<file path="config.mk">
export PLATFORM = sky130hd
export DESIGN_NAME = gps_fix_to_unix_time_with_dst_top
export DESIGN_NICKNAME = d
export VERILOG_FILES = /design/src/design/gpsut_pkg.sv /design/src/design/gps_fix_to_unix_time_with_dst_top.sv
export VERILOG_INCLUDE_DIRS = /design/src /design/src/design
export SDC_FILE = /design/constraint.sdc
export NUM_CORES = 1
export LEC_CHECK = 0
export BUFFER_PORTS_ARGS = -buffer_cell sky130_fd_sc_hd__buf_2
export CAP_MARGIN = 30
export CORE_ASPECT_RATIO = 0.75
export CORE_MARGIN = 4
export CORE_UTILIZATION = 48
export DETAILED_ROUTE_END_ITERATION = 7
export PLACE_DENSITY = 0.73
export SYNTH_ARGS = -nofsm -noshare
export SYNTH_HDL_FRONTEND = slang
export SYNTH_SLANG_ARGS = --single-unit
</file>
<file path="constraint.sdc">
create_clock -name clk -period 38.4 [get_ports clk]
set_input_delay 9.6 -clock clk [delete_from_list [all_inputs] [get_ports clk]]
set_output_delay 9.6 -clock clk [all_outputs]
set_load 0.005 [all_outputs]
</file>
<file path="src/design/assert_macros.svh">
// ---------------------------------------------------------------------------
// assert_macros.svh
// shared assertion macros, clocked on clk and disabled during rst
// ---------------------------------------------------------------------------
`ifndef ASSERT_MACROS_SVH
`define ASSERT_MACROS_SVH

// concurrent check on the rising edge of clk
`define ASSERT_CLK(label, prop, msg) \
  label: assert property (@(posedge clk) disable iff (rst) (prop)) else $error(msg);

// implication checked in the same cycle
`define ASSERT_IMPL(label, ante, cons, msg) \
  label: assert property (@(posedge clk) disable iff (rst) (ante) |-> (cons)) else $error(msg);

// implication checked in the cycle after the antecedent
`define ASSERT_NEXT(label, ante, cons, msg) \
  label: assert property (@(posedge clk) disable iff (rst) (ante) |=> (cons)) else $error(msg);

`endif

</file>
<file path="src/design/gpsut_pkg.sv">
// ---------------------------------------------------------------------------
// gpsut_pkg
// constants, month table and stage type for the gps fix to unix time block
// ---------------------------------------------------------------------------
package gpsut_pkg;

  localparam int unsigned YEAR_W   = 12;
  localparam int unsigned MONTH_W  = 4;
  localparam int unsigned DAY_W    = 5;
  localparam int unsigned HOUR_W   = 5;
  localparam int unsigned MINUTE_W = 6;
  localparam int unsigned SECOND_W = 6;
  localparam int unsigned CENT_W   = 6;
  localparam int unsigned IN_DATA_W  = 40;
  localparam int unsigned IN_USER_W  = 1;
  localparam int unsigned OUT_DATA_W = 32;
  localparam int unsigned OUT_USER_W = 2;

  localparam logic [YEAR_W-1:0] VALID_YEAR_LIMIT = 12'd2080;
  localparam logic [YEAR_W-1:0] EPOCH_YEAR       = 12'd1970;
  localparam logic signed [12:0] DST_BASE_YEAR   = 13'sd2000;
  localparam logic [YEAR_W-1:0] LEAPS_TO_EPOCH   = 12'(1969 / 4 - 1969 / 100 + 1969 / 400);

  localparam logic [31:0] SECS_PER_MIN  = 32'd60;
  localparam logic [31:0] SECS_PER_HOUR = 32'd3600;
  localparam logic [31:0] SECS_PER_DAY  = 32'd86400;
  localparam logic [31:0] SECS_PER_YEAR = 32'(365 * 86400);

  // reciprocal constants for division by 100 and by 7
  localparam logic [12:0] RECIP_100 = 13'd5243;
  localparam int unsigned SHIFT_100 = 19;
  localparam logic [13:0] RECIP_7   = 14'd9363;
  localparam int unsigned SHIFT_7   = 16;

  localparam logic [MONTH_W-1:0] MONTH_MAR = 4'd3;
  localparam logic [MONTH_W-1:0] MONTH_OCT = 4'd10;
  localparam logic [MONTH_W-1:0] MONTH_DEC = 4'd12;
  localparam logic [HOUR_W-1:0]  DST_HOUR  = 5'd2;
  localparam logic signed [6:0]  DST_START_DAY = 7'sd14;
  localparam logic signed [6:0]  DST_STOP_DAY  = 7'sd31;

  typedef struct packed {
    logic                      valid_fix;
    logic [YEAR_W-1:0]         year;
    logic [MONTH_W-1:0]        month;
    logic [DAY_W-1:0]          day;
    logic [HOUR_W-1:0]         hour;
    logic [MINUTE_W-1:0]       minute;
    logic [SECOND_W-1:0]       second;
    logic [CENT_W-1:0]         cent0;
    logic [CENT_W-1:0]         cent1;
    logic signed [3:0]         dst_x;
  } stage_t;

  // days in the whole months before the given count of full months
  function automatic logic [8:0] days_before_month(input logic [MONTH_W-1:0] full);
    logic [8:0] d;
    case (full)
      4'd0:    d = 9'd0;
      4'd1:    d = 9'd31;
      4'd2:    d = 9'd59;
      4'd3:    d = 9'd90;
      4'd4:    d = 9'd120;
      4'd5:    d = 9'd151;
      4'd6:    d = 9'd181;
      4'd7:    d = 9'd212;
      4'd8:    d = 9'd243;
      4'd9:    d = 9'd273;
      4'd10:   d = 9'd304;
      4'd11:   d = 9'd334;
      4'd12:   d = 9'd365;
      default: d = 9'd0;
    endcase
    return d;
  endfunction

endpackage

</file>
<file path="src/design/gps_fix_to_unix_time_with_dst_top.sv">
// ---------------------------------------------------------------------------
// gps_fix_to_unix_time_with_dst_top
// converts a gps fix to seconds since 1970 and tracks a daylight-saving flag
// ---------------------------------------------------------------------------
//  channel | dir | tdata                                | tuser
//  s_      | in  | year,month,day,hour,minute,second    | fix_ok
//  m_      | out | epoch_seconds                        | dst_active,time_valid
//
//  one fix per cycle sustained while m_tready is high; an accepted fix passes the input, then result register
//  the input register holds quotients by 100 and the weekday offset
//  the result register holds the second count, flag and validity
//  rst is synchronous and clears the valid bits and the daylight flag
//  m_tready low stalls the result register, then the input register
// ---------------------------------------------------------------------------
module gps_fix_to_unix_time_with_dst_top (
  input  logic                                 clk,
  input  logic                                 rst,
  input  logic                                 s_tvalid,
  output logic                                 s_tready,
  // year[11:0] month[15:12] day[20:16] hour[25:21] minute[31:26] second[37:32]
  input  logic [gpsut_pkg::IN_DATA_W-1:0]      s_tdata,
  // fix_ok[0]
  input  logic [gpsut_pkg::IN_USER_W-1:0]      s_tuser,
  output logic                                 m_tvalid,
  input  logic                                 m_tready,
  // epoch_seconds[31:0]
  output logic [gpsut_pkg::OUT_DATA_W-1:0]     m_tdata,
  // dst_active[0] time_valid[1]
  output logic [gpsut_pkg::OUT_USER_W-1:0]     m_tuser
);
  import gpsut_pkg::*;

  `include "assert_macros.svh"

  stage_t st, st_next;
  logic s1_valid;
  logic out_valid;
  logic dst_flag, dst_next;
  logic adv;

  // capture side
  logic [YEAR_W-1:0]  year_in, year_in_m1;
  logic [24:0]        prod0, prod1;
  logic signed [12:0] y_off, y_mag, q4, s_sum;
  logic [11:0]        s_abs;
  logic [25:0]        prod7;
  logic [9:0]         q7;
  logic [11:0]        q7x7;
  logic [2:0]         r7;

  // result side
  logic               is_leap, after_epoch;
  logic [YEAR_W-1:0]  ym1, leaps_m1, year_days, years;
  logic [MONTH_W-1:0] full;
  logic [8:0]         month_days;
  logic [31:0]        day_sum, total;
  logic [HOUR_W:0]    hour_adj;
  logic signed [6:0]  day_s, start_d, stop_d;

  assign adv      = !out_valid || m_tready;
  assign s_tready = !s1_valid || adv;
  assign m_tvalid = out_valid;

  always_comb begin
    year_in    = s_tdata[11:0];
    year_in_m1 = year_in - 12'd1;
    prod0      = {13'd0, year_in} * {12'd0, RECIP_100};
    prod1      = {13'd0, year_in_m1} * {12'd0, RECIP_100};
    y_off      = $signed({1'b0, year_in}) - DST_BASE_YEAR;
    y_mag      = y_off[12] ? -y_off : y_off;
    q4         = y_off[12] ? -(y_mag >>> 2) : (y_mag >>> 2);
    s_sum      = y_off + q4 + 13'sd2;
    s_abs      = s_sum[12] ? 12'(-s_sum) : s_sum[11:0];
    prod7      = {14'd0, s_abs} * {12'd0, RECIP_7};
    q7         = prod7[25:SHIFT_7];
    q7x7       = {q7, 2'b00} + {1'b0, q7, 1'b0} + {2'b00, q7};
    r7         = 3'(s_abs - q7x7);

    st_next.valid_fix = s_tuser[0] && (year_in < VALID_YEAR_LIMIT);
    st_next.year      = year_in;
    st_next.month     = s_tdata[15:12];
    st_next.day       = s_tdata[20:16];
    st_next.hour      = s_tdata[25:21];
    st_next.minute    = s_tdata[31:26];
    st_next.second    = s_tdata[37:32];
    st_next.cent0     = prod0[24:SHIFT_100];
    st_next.cent1     = prod1[24:SHIFT_100];
    st_next.dst_x     = s_sum[12] ? -$signed({1'b0, r7}) : $signed({1'b0, r7});
  end

  always_comb begin
    is_leap     = (st.year[1:0] == 2'b00) && ((st.cent0 == st.cent1) || (st.cent0[1:0] == 2'b00));
    after_epoch = st.year > EPOCH_YEAR;
    ym1         = st.year - 12'd1;
    leaps_m1    = (ym1 >> 2) - {6'd0, st.cent1} + {8'd0, st.cent1[CENT_W-1:2]};
    year_days   = after_epoch ? leaps_m1 - LEAPS_TO_EPOCH : '0;
    years       = after_epoch ? st.year - EPOCH_YEAR : '0;

    if (st.month == 4'd0) begin
      full = 4'd0;
    end else if (st.month > MONTH_DEC) begin
      full = MONTH_DEC;
    end else begin
      full = st.month - 4'd1;
    end
    month_days = days_before_month(full) + {8'd0, (full >= 4'd2) && is_leap};
    day_sum    = {20'd0, year_days} + {23'd0, month_days} + {27'd0, st.day} - 32'd1;

    // daylight rule, clearing tests win
    day_s   = $signed({2'b00, st.day});
    start_d = DST_START_DAY - 7'(st.dst_x);
    stop_d  = DST_STOP_DAY - 7'(st.dst_x);
    dst_next = dst_flag;
    if (st.valid_fix) begin
      if (st.month == MONTH_MAR && day_s == start_d && st.hour >= DST_HOUR) begin
        dst_next = 1'b1;
      end
      if ((st.month == MONTH_MAR && day_s > start_d) || st.month > MONTH_MAR) begin
        dst_next = 1'b1;
      end
      if (st.month == MONTH_OCT && day_s == stop_d && st.hour >= DST_HOUR) begin
        dst_next = 1'b0;
      end
      if ((st.month == MONTH_OCT && day_s > stop_d) || st.month > MONTH_OCT ||
          st.month < MONTH_MAR) begin
        dst_next = 1'b0;
      end
    end else begin
      dst_next = 1'b0;
    end

    hour_adj = {1'b0, st.hour} + {5'd0, dst_next};
    total    = {20'd0, years} * SECS_PER_YEAR
             + day_sum * SECS_PER_DAY
             + {26'd0, hour_adj} * SECS_PER_HOUR
             + {26'd0, st.minute} * SECS_PER_MIN
             + {26'd0, st.second};
  end

  always_ff @(posedge clk) begin
    if (rst) begin
      s1_valid  <= 1'b0;
      out_valid <= 1'b0;
      dst_flag  <= 1'b0;
    end else begin
      if (s_tready) begin
        s1_valid <= s_tvalid;
      end
      if (adv) begin
        out_valid <= s1_valid;
      end
      if (adv && s1_valid) begin
        dst_flag <= dst_next;
      end
    end
  end

  always_ff @(posedge clk) begin
    if (s_tvalid && s_tready) begin
      st <= st_next;
    end
    if (adv && s1_valid) begin
      m_tdata <= total;
      m_tuser <= {st.valid_fix, dst_next};
    end
  end

  `ASSERT_IMPL(a_invalid_no_dst, out_valid && !m_tuser[1], !m_tuser[0], "dst set on invalid fix")
  `ASSERT_IMPL(a_flag_matches_out, out_valid, dst_flag == m_tuser[0], "flag differs from result")
  `ASSERT_NEXT(a_winter_clears, s1_valid && adv && st.valid_fix && st.month < MONTH_MAR, !dst_flag, "flag not cleared before march")
  `ASSERT_IMPL(a_stall_only_full, !s_tready, s1_valid && out_valid, "input stalled with room")

endmodule

</file>
* Word-level counts from Yosys, hierarchy flattened *
Memory sizes are Yosys's and may differ from the RTL's.
Index checks and enable logic that the tools add are counted.

operators by class
  add/subtract/negate cells = 28
  equal/unequal tests = 5
  magnitude comparators = 10
  muxes and demuxes = 13
  reduce and logical (&&, ||, !) cells = 22
  multipliers = 7

operators by type and width
  cell                                                   count
  multiplier 12 x 13 -> 25 bit (second input constant)   2
  two-way mux 12 bit                                     3
  adder 32 x 12 -> 32 bit                                1
  adder 32 x 18 -> 32 bit                                1
  adder 32 bit                                           1
  adder 32 x 6 -> 32 bit                                 1
  multiplier 32 x 10 -> 25 bit (second input constant)   1
  two-way mux 13 bit                                     2
  multiplier 12 x 18 -> 25 bit (second input constant)   1
  subtractor 12 x 1 -> 12 bit (second input constant)    2
  multiplier 12 x 14 -> 19 bit (second input constant)   1
  subtractor 14 x 1 -> 15 bit (second input constant)    1
  adder 13 x 5 -> 14 bit                                 1
  multiplier 6 x 8 -> 14 bit (second input constant)     1
  adder 12 x 9 -> 13 bit                                 1
  adder 13 bit                                           1
  adder 13 x 3 -> 13 bit (second input constant)         1
  negator 11 -> 13 bit                                   1
  negator 13 bit                                         1
  subtractor 12 x 11 -> 13 bit (second input constant)   1
  adder 11 x 5 -> 12 bit                                 1
  == test 6 bit                                          2
  > comparator 12 x 11 -> 1 bit (second input constant)  1
  less-than comparator 12 bit (second input constant)    1
  other kinds (31)                                       55

word-level totals
  memory bits (read-only) = 144
  memories = 1
  bits in registers = 92
  bits of input ports = 45
  output and inout port bits = 36
  word-level logic and storage cells = 102

memory list
  memory           words  width  rd ports  clocked after Yosys merged registers in  write ports  RTL line         text
  (no name shown)  16     9      1         0                                        0            gpsut_pkg.sv:58  case (full)

* Logic depth before layout (Yosys ltp) *
Gate-level depths: netlist of run 1.

  depth after elaboration = 15
  gate-level depth with buffers = 57

* Worst setup path after synthesis of run 1 *
Ideal clock, no wire load.

  kind = in2reg
  start point = in s_tdata[4] (netlist name)
  end point = reg st[3] (netlist name), data pin
  data required time = 38130 ps
  arrival = 19899 ps
  slack = 18231 ps
  buffers on the path = 3
  cell stages on the path = 50
  setup time = 270 ps
  path through = clkbuf_1 -> inv_1 -> ha_1 -> and4b_1 -> clkbuf_1 -> a21o_1 -> buf_1 -> nor2_1 -> xnor2_1 -> ha_1 -> xnor2_1 -> nor2_1 -> xnor2_1 -> ha_1 -> ha_1 -> a21o_1 -> a21o_1 -> a21oi_1 -> [... 14 more ...] -> ha_1 -> a21o_1 -> a21o_1 -> a21oi_1 -> nor2b_1 -> o21ai_0 -> nand2b_1 -> or2_2 -> o22a_1 -> a21oi_1 -> xnor2_1 -> ha_1 -> inv_1 -> fa_1 -> xnor2_1 -> xnor2_1 -> xnor2_1 -> a21boi_0

on the way
  cells in the longest elaborated chain, start to end = 14

ends and longest elaborated chain
  what                              RTL line                                  text
  start: declaration                gps_fix_to_unix_time_with_dst_top.sv:21   input logic [gpsut_pkg::IN_DATA_W-1:0] s_tdata,
  subtractor 12 x 11 -> 13 bit (*)  gps_fix_to_unix_time_with_dst_top.sv:69   y_off = $signed({1'b0, year_in}) - DST_BASE_YEAR;
  negator 13 bit                    gps_fix_to_unix_time_with_dst_top.sv:70   y_mag = y_off[12] ? -y_off : y_off;
  two-way mux 13 bit                gps_fix_to_unix_time_with_dst_top.sv:70
  negator 11 -> 13 bit              gps_fix_to_unix_time_with_dst_top.sv:71   q4 = y_off[12] ? -(y_mag >>> 2) : (y_mag >>> 2);
  two-way mux 13 bit                gps_fix_to_unix_time_with_dst_top.sv:71
  adder 13 bit (*)                  gps_fix_to_unix_time_with_dst_top.sv:72   s_sum = y_off + q4 + 13'sd2;
  adder 13 x 3 -> 13 bit (*)        gps_fix_to_unix_time_with_dst_top.sv:72
  negator 12 bit                    gps_fix_to_unix_time_with_dst_top.sv:73   s_abs = s_sum[12] ? 12'(-s_sum) : s_sum[11:0];
  two-way mux 12 bit                gps_fix_to_unix_time_with_dst_top.sv:73
  multiplier 12 x 14 -> 19 bit      gps_fix_to_unix_time_with_dst_top.sv:74   prod7 = {14'd0, s_abs} * {12'd0, RECIP_7};
  adder 3 bit (2 in a row)          gps_fix_to_unix_time_with_dst_top.sv:76   q7x7 = {q7, 2'b00} + {1'b0, q7, 1'b0} + {2'b00, q7};
  subtractor 3 bit                  gps_fix_to_unix_time_with_dst_top.sv:77   r7 = 3'(s_abs - q7x7);
  negator 3 -> 4 bit                gps_fix_to_unix_time_with_dst_top.sv:88   st_next.dst_x = s_sum[12] ? -$signed({1'b0, r7}) : $signed({1'b0, r7});
  end signal: assignment            gps_fix_to_unix_time_with_dst_top.sv:160  st <= st_next;
  end: declaration                  gps_fix_to_unix_time_with_dst_top.sv:35   stage_t st, st_next;

Every way passes the cells marked *; elsewhere a longest branch is shown, timed or not.
A chain may end at the register's enable or synchronous reset.

* Worst setup path after layout of run 1 *
Same ends and word-level chain as after synthesis.

==> results of run 1 <==
-- path summary, 6_finish.rpt --
check,endpoint,start,slack [ns],depth (start not counted)
worst max-delay path,st[3],s_tdata[4],17.15,48
worst min register to register,m_tdata[1],st[17],0.43,0
worst max register to register,m_tdata[30],st[40],25.71,44
worst min-delay path,m_tdata[1],st[17],0.43,0
-- layout make-up --
class / instances / share of cell area [%]
timing repair buffer: 82 / 1.71
tap: 648 / 3.22
antenna: 1 / 0.00994
multi-input combinational: 1840 / 74.5
clock buffer: 10 / 0.910
clock inverter: 6 / 0.283
sequential: 92 / 10.9
inverter: 571 / 8.51
-- sequential cells by signal (all words and copies together) (netlist names) --
register and count:
dst_flag 1, m_tuser 2, m_tdata 32, m_tvalid 1
day_s 5, s1_valid 1, st 50
-- synthesized netlist by cell type, types with 3 or more instances --
cell type	number	area share [%]
sky130_fd_sc_hd__ha_1	575	30
sky130_fd_sc_hd__inv_1	569	9.0
sky130_fd_sc_hd__fa_1	244	21
sky130_fd_sc_hd__xnor2_1	171	6.3
sky130_fd_sc_hd__a21oi_1	123	2.6
sky130_fd_sc_hd__nand2_1	104	1.6
sky130_fd_sc_hd__edfxtp_1	89	11
sky130_fd_sc_hd__nor2_1	81	1.3
sky130_fd_sc_hd__xor2_1	65	2.4
sky130_fd_sc_hd__a21o_1	56	1.8
sky130_fd_sc_hd__o21ai_0	52	1.1
sky130_fd_sc_hd__nand3_1	42	0.89
sky130_fd_sc_hd__nor3_1	40	0.84
sky130_fd_sc_hd__o21bai_1	27	0.85
sky130_fd_sc_hd__nand2b_1	25	0.66
sky130_fd_sc_hd__nor2b_1	21	0.55
sky130_fd_sc_hd__clkbuf_1	18	0.28
sky130_fd_sc_hd__o21a_1	16	0.51
sky130_fd_sc_hd__a31oi_1	15	0.40
sky130_fd_sc_hd__and3_1	15	0.40
sky130_fd_sc_hd__or2_2	13	0.34
sky130_fd_sc_hd__and2_1	11	0.29
sky130_fd_sc_hd__nor4_1	10	0.26
sky130_fd_sc_hd__mux2i_1	9	0.38
sky130_fd_sc_hd__a211oi_1	8	0.25
sky130_fd_sc_hd__nand4_1	8	0.21
sky130_fd_sc_hd__o31ai_1	7	0.22
sky130_fd_sc_hd__or3_1	7	0.18
sky130_fd_sc_hd__a2111oi_0	6	0.22
sky130_fd_sc_hd__o211ai_1	6	0.19
sky130_fd_sc_hd__a21boi_0	5	0.16
sky130_fd_sc_hd__buf_2	5	0.11
sky130_fd_sc_hd__nand3b_1	5	0.16
sky130_fd_sc_hd__a41oi_1	4	0.15
sky130_fd_sc_hd__mux2_2	4	0.19
sky130_fd_sc_hd__o2111ai_1	4	0.15
sky130_fd_sc_hd__a211o_1	3	0.11
sky130_fd_sc_hd__a311oi_1	3	0.11
sky130_fd_sc_hd__a31o_2	3	0.11
sky130_fd_sc_hd__dfxtp_1	3	0.25
sky130_fd_sc_hd__nor3b_1	3	0.095
sky130_fd_sc_hd__o41ai_1	3	0.11
-- per-layer routing --
metal,vias to the layer above,wire [um],global-route usage (%)
met5,-,0,0
met4,0,761,4.09
met3,50,2140,2.33
met2,372,23100,32.3
met1,8268,24400,27.5
li1,8478,-,-
-- metrics by stage --
step,hold WS [ns],setup WS (ns),std cells,util [%]
CTS,0.430,17.28,3248,51.5
global route,0.437,16.35,3249,51.5
global placement,0.404,16.95,3230,50.8
finish,0.427,17.15,3250,51.5
floorplan,0.400,18.23,2530,-
detailed placement,0.414,16.93,3232,50.8
-- worst max-delay path, delay by kind of cell --
family / cells / cell delay, ns
compound gates: 13 / 2.60
xor+xnor: 9 / 1.67
fa+ha+maj: 12 / 4.68
buf+inv: 5 / 0.78
simple gates: 9 / 2.01
-- cells in the final DEF, fill, tap and decap left out, types with 25 or more instances in the layout --
master,netlist,routed
sky130_fd_sc_hd__ha_1,575,575
sky130_fd_sc_hd__o21ai_0,52,52
sky130_fd_sc_hd__nor3_1,40,40
sky130_fd_sc_hd__buf_2,5,79
sky130_fd_sc_hd__xor2_1,65,65
sky130_fd_sc_hd__a21oi_1,123,123
sky130_fd_sc_hd__nand2_1,104,104
sky130_fd_sc_hd__o21bai_1,27,27
sky130_fd_sc_hd__nor2_1,81,81
sky130_fd_sc_hd__edfxtp_1,89,89
sky130_fd_sc_hd__nand2b_1,25,25
sky130_fd_sc_hd__a21o_1,56,56
sky130_fd_sc_hd__nand3_1,42,42
sky130_fd_sc_hd__inv_1,569,569
sky130_fd_sc_hd__fa_1,244,244
sky130_fd_sc_hd__xnor2_1,171,171
-- kinds of logic (layout without fill, tap and decap cells) --
group | after synthesis | after routing
xor gates and xnor gates | 239 | 239
AOI/OAI and AO/OA | 367 | 367
muxes | 13 | 13
buffers and inverters | 598 | 669
other | 0 | 1
and+or+nand+nor | 402 | 402
adders and majority gates | 819 | 819
DFF | 92 | 92
==> flow_summary_export.csv, run 1 <==
group,metric,value,unit
synthesis,ys_ff_latch,92,
critical_path,cp_max_fo,15,
clock_tree,cts.clk_slew.worst_paths,0.07,ns
synthesis,synth.mux.area_fraction,0.569,%
synthesis,synth_compound_area_share,10.1,%
critical_path,cp_data_arrival_time,21.36,ns
synthesis,largest_family_of_logic_cells_by_synthesized_area,"adder cells",
floorplan,die_area,53100,um^2
grt,grt_use_total,19.5,%
clock_tree,later_pin_clock_latency_in_the_skew_report,0.37,ns
sta,worst_slew_margin_rel,36.5,%
sta,max_freq,47.1,MHz
placement,dpl-instance-area,24900,um^2
floorplan,coreArea,48900,um^2
routing,drcViolationCount,0,
clock_tree,cts_repair_resize_count,0,
clock_tree,cts_max_level,3,
grt,first_global_vias,18304,
placement,port_buffers,78,
routing,drt-pass1-iter-count,5,
sta,rsz0062_at_grt,"no",
clock_tree,cts_tree,"built",
synthesis,cell_area_after_synthesis,23700,um^2
critical_path,slowest_stage,"sky130_fd_sc_hd__fa_1",
floorplan,starting_density,48.6,%
clock_tree,clockBufferDepth,2,
cells_and_area,multi_input_comb_area,18800,um^2
routing,drt.antenna.violating_nets,0,
synthesis,number_of_enable_flip_flop_cells_after_synthesis,89,
synthesis,average_cell_area_after_synthesis,9.39,um^2
routing,drt_first_iter_violations,1015,
sta,hold_violations,0,
grt,grt_start_max_net_pins,40,
synthesis,synth_ff_type,"sky130_fd_sc_hd__edfxtp_1",
placement,globalplace.congestion,0.952,
cells_and_area,final_net_count,3460,
routing,drt-total-wl,50500,um
critical_path,critical_path.endpoint_type,"register",
floorplan,die-height,201,um
clock_tree,cts_num_sinks,92,
clock_tree,clk_root_buffer_cell,"sky130_fd_sc_hd__clkbuf_16",
cells_and_area,drive_above_1_share,5.27,%
synthesis,synth-simple-area-share,8.49,%
outcome,status,"complete, no violations",
sta,slew_violations,0,
critical_path,critPathMaxStageDelay,0.54,ns
grt,grt_overflow_total,0,
synthesis,synth.net_count,3394,
sta,min_period_over_period,55.3,%
routing,detail_route.vias_per_cell,5.28,
floorplan,placement_rows,70,
synthesis,ys_types,80,
placement,final_hpwl_from_detailed_placement,44500,um
critical_path,crit_required,38.51,ns
synthesis,synth_async_sr_flop_share,0,%
cells_and_area,n_fill_cell,4461,
clock_tree,holdBufCountCts,0,
clock_tree,numCtsBuffers,9,
synthesis,post_synth_fa_ha_maj_area_fraction,50.9,%
sta,max_slew.worst_pin.slew,0.944,ns
cells_and_area,areaGrowthSynthToFinish,6.01,%
floorplan,top_level_ports,81,
grt,global_route_wire_length_before_repair,87300,um
cells_and_area,fin_area,25200,um^2
cells_and_area,final-seq-area,2730,um^2
critical_path,startpoint_kind_of_the_worst_setup_timing_path,"primary input",
min_path,holdCritPathClass,"reg -> reg",
synthesis,ys_warn_count,0,
sta,min_period,21.25,ns
clock_tree,setup_fix_buffers_added_after_clock_tree_synthesis,0,
synthesis,synth.yosys.seq_area_share,11.5,%
critical_path,timing_worst_setup_path_type,"in -> reg",
floorplan,dieWidth,265,um
routing,detailroute.via_count,17168,
sta,clock-skew-final,0.0112,ns
synthesis,netlist_instances,2530,
routing,drt-wirelength-per-cell,15.5,um
sta,setup_violations_final,0,
sta,totalNegativeSetupSlack,0,ns
synthesis,synth_xor_area_share,8.91,%
run,cap_violations,0,
critical_path,cp_common_cell,"sky130_fd_sc_hd__xnor2_1",
grt,initial_antenna_violation_count,0,
Power of run 1 is left out: the tool's default activity adds up to more than one toggle a clock period on the data nets, which glitch-free logic cannot reach.
==> inputs of run 2 (changes only) <==
==> constraint.sdc (replaced) <==
create_clock -name clk -period 21.7 [get_ports clk]
set_input_delay 5.425 -clock clk [delete_from_list [all_inputs] [get_ports clk]]
set_output_delay 5.425 -clock clk [all_outputs]
set_load 0.005 [all_outputs]
==> run 2 against run 1 <==
Net effect:
- hold slack lost 0.0076 ns
- global-route usage down 0.25 points
- core utilization is essentially flat
- non-clock buffer count stayed put
- sequential share of layout area is essentially flat
- cell count is essentially flat
- register-to-register slack got worse by 17 ns
- die area stayed put
- first-iteration DRC count increased by 2.1%
- worst setup slack worse by 12 ns
==> flow_summary_export.csv, run 2 (synthesis results as in run 1) <==
group,metric,value,unit
outcome,status,"complete, no violations",
placement,globalplace.congestion,0.919,
clock_tree,holdBufCountCts,0,
floorplan,starting_density,48.6,%
sta,rsz0062_at_grt,"no",
cells_and_area,registers.top_by_ff_count,"st",
placement,port_buffers,78,
floorplan,coreArea,48900,um^2
cells_and_area,areaGrowthSynthToFinish,6.00,%
cells_and_area,n_fill_cell,4420,
floorplan,dieWidth,265,um
clock_tree,clk_root_buffer_cell,"sky130_fd_sc_hd__clkbuf_16",
sta,max_slew.worst_pin.slew,0.979,ns
routing,drt-pass1-iter-count,7,
clock_tree,cts_tree,"built",
sta,final.hold.worst_slack,0.420,ns
sta,clock-skew-final,0.0151,ns
critical_path,cp_max_fo,15,
critical_path,critical_path.endpoint_type,"register",
clock_tree,cts.clk_slew.worst_paths,0.07,ns
routing,detailroute.via_count,17055,
sta,totalNegativeSetupSlack,0,ns
routing,drt_first_iter_violations,1036,
routing,drcViolationCount,0,
grt,global_route_wire_length_before_repair,86000,um
floorplan,die_area,53100,um^2
sta,min_period,16.82,ns
sta,worst_slew_margin_rel,34.7,%
clock_tree,numCtsBuffers,9,
routing,drt-total-wl,50400,um
run,cap_violations,0,
cells_and_area,final_net_count,3460,
cells_and_area,multi_input_comb_area,18800,um^2
grt,initial_antenna_violation_count,1,
routing,drt.antenna.violating_nets,0,
cells_and_area,drive_above_1_share,5.31,%
grt,grt_overflow_total,0,
clock_tree,clockBufferDepth,2,
critical_path,cp_common_cell,"sky130_fd_sc_hd__xnor2_1",
critical_path,timing_worst_setup_path_type,"in -> reg",
critical_path,critPathMaxStageDelay,0.60,ns
clock_tree,setup_fix_buffers_added_after_clock_tree_synthesis,0,
critical_path,timing.critical_path.max_delay_family,"adder cells",
cells_and_area,layout_common_cells,"575 x sky130_fd_sc_hd__ha_1, 569 x sky130_fd_sc_hd__inv_1, 244 x sky130_fd_sc_hd__fa_1, 171 x sky130_fd_sc_hd__xnor2_1, 123 x sky130_fd_sc_hd__a21oi_1",
sta,max_freq,59.5,MHz
cells_and_area,final-seq-area,2730,um^2
critical_path,slowest_stage,"sky130_fd_sc_hd__fa_1",
sta,setup_violations_final,0,
critical_path,cp_data_arrival_time,16.92,ns
grt,grt_start_max_net_pins,40,
placement,pre_cts_ws,4.16,ns
sta,hold_violations,0,
floorplan,placement_rows,70,
min_path,holdCritPathClass,"reg -> reg",
cells_and_area,largest_register_ff_count,50,
clock_tree,cts_num_sinks,92,
floorplan,top_level_ports,81,
clock_tree,cts_repair_resize_count,0,
routing,detail_route.vias_per_cell,5.25,
grt,grt_use_total,19.2,%
clock_tree,cts_max_level,3,
grt,first_global_vias,17741,
critical_path,critical_path.n_buffers_inverters,5,
floorplan,die-height,201,um
sta,slew_violations,0,
cells_and_area,layout_commonest_cell,"sky130_fd_sc_hd__ha_1",
critical_path,crit_required,21.80,ns
sta,layout_setup_ws,4.88,ns
routing,drt-wirelength-per-cell,15.5,um
placement,final_hpwl_from_detailed_placement,44100,um
sta,min_period_over_period,77.5,%
critical_path,startpoint_kind_of_the_worst_setup_timing_path,"primary input",
clock_tree,later_pin_clock_latency_in_the_skew_report,0.37,ns
==> run 2: cell count changes in the layout (fill, tap and decap cells not counted) <==
cell / delta
sky130_fd_sc_hd__buf_2: -1
sky130_fd_sc_hd__clkbuf_1: -1
sky130_fd_sc_hd__buf_4: +1
sky130_fd_sc_hd__diode_2: +1
sky130_fd_sc_hd__inv_6: -1
sky130_fd_sc_hd__bufinv_16: -1
sky130_fd_sc_hd__inv_8: +2
sky130_fd_sc_hd__clkbuf_8: +1
==> run 2: per-layer routing <==
| metal | up-vias | global-route usage (%) | wire [um] |
|---|---|---|---|
| li1 | 8500 | - | - |
| met1 | 8192 | 27.8 | 25000 |
| met2 | 312 | 31.2 | 22700 |
| met3 | 51 | 2.74 | 2060 |
| met4 | 0 | 3.26 | 655 |
| met5 | - | 0 | 0 |
==> run 2: metrics by stage <==
stage / util, % / cells / area [um^2]
2_1_floorplan: - / 2530 / 23700
6_report: 51.5 / 3251 / 25200
5_1_grt: 51.5 / 3250 / 25200
4_1_cts: 51.4 / 3247 / 25100
3_3_place_gp: 50.8 / 3231 / 24800
3_5_place_dp: 50.8 / 3231 / 24800
==> run 2: final timing paths <==
path | cells after the start | slack (ns) | to | start
max | 48 | 4.88 | st[3] | s_tdata[4]
min | 0 | 0.42 | m_tdata[0] | st[16]
max reg2reg | 43 | 8.92 | m_tdata[28] | st[40]
min reg2reg | 0 | 0.42 | m_tdata[0] | st[16]
==> run 2: cell type report <==
cell class / count / area share (%)
inverter: 571 / 8.51
antenna: 2 / 0.0199
sequential: 92 / 10.9
tap: 648 / 3.22
clock inverter: 6 / 0.219
clock buffer: 10 / 0.949
multi-input combinational: 1840 / 74.5
timing repair buffer: 82 / 1.72
Power of run 2 is left out for the same reason.
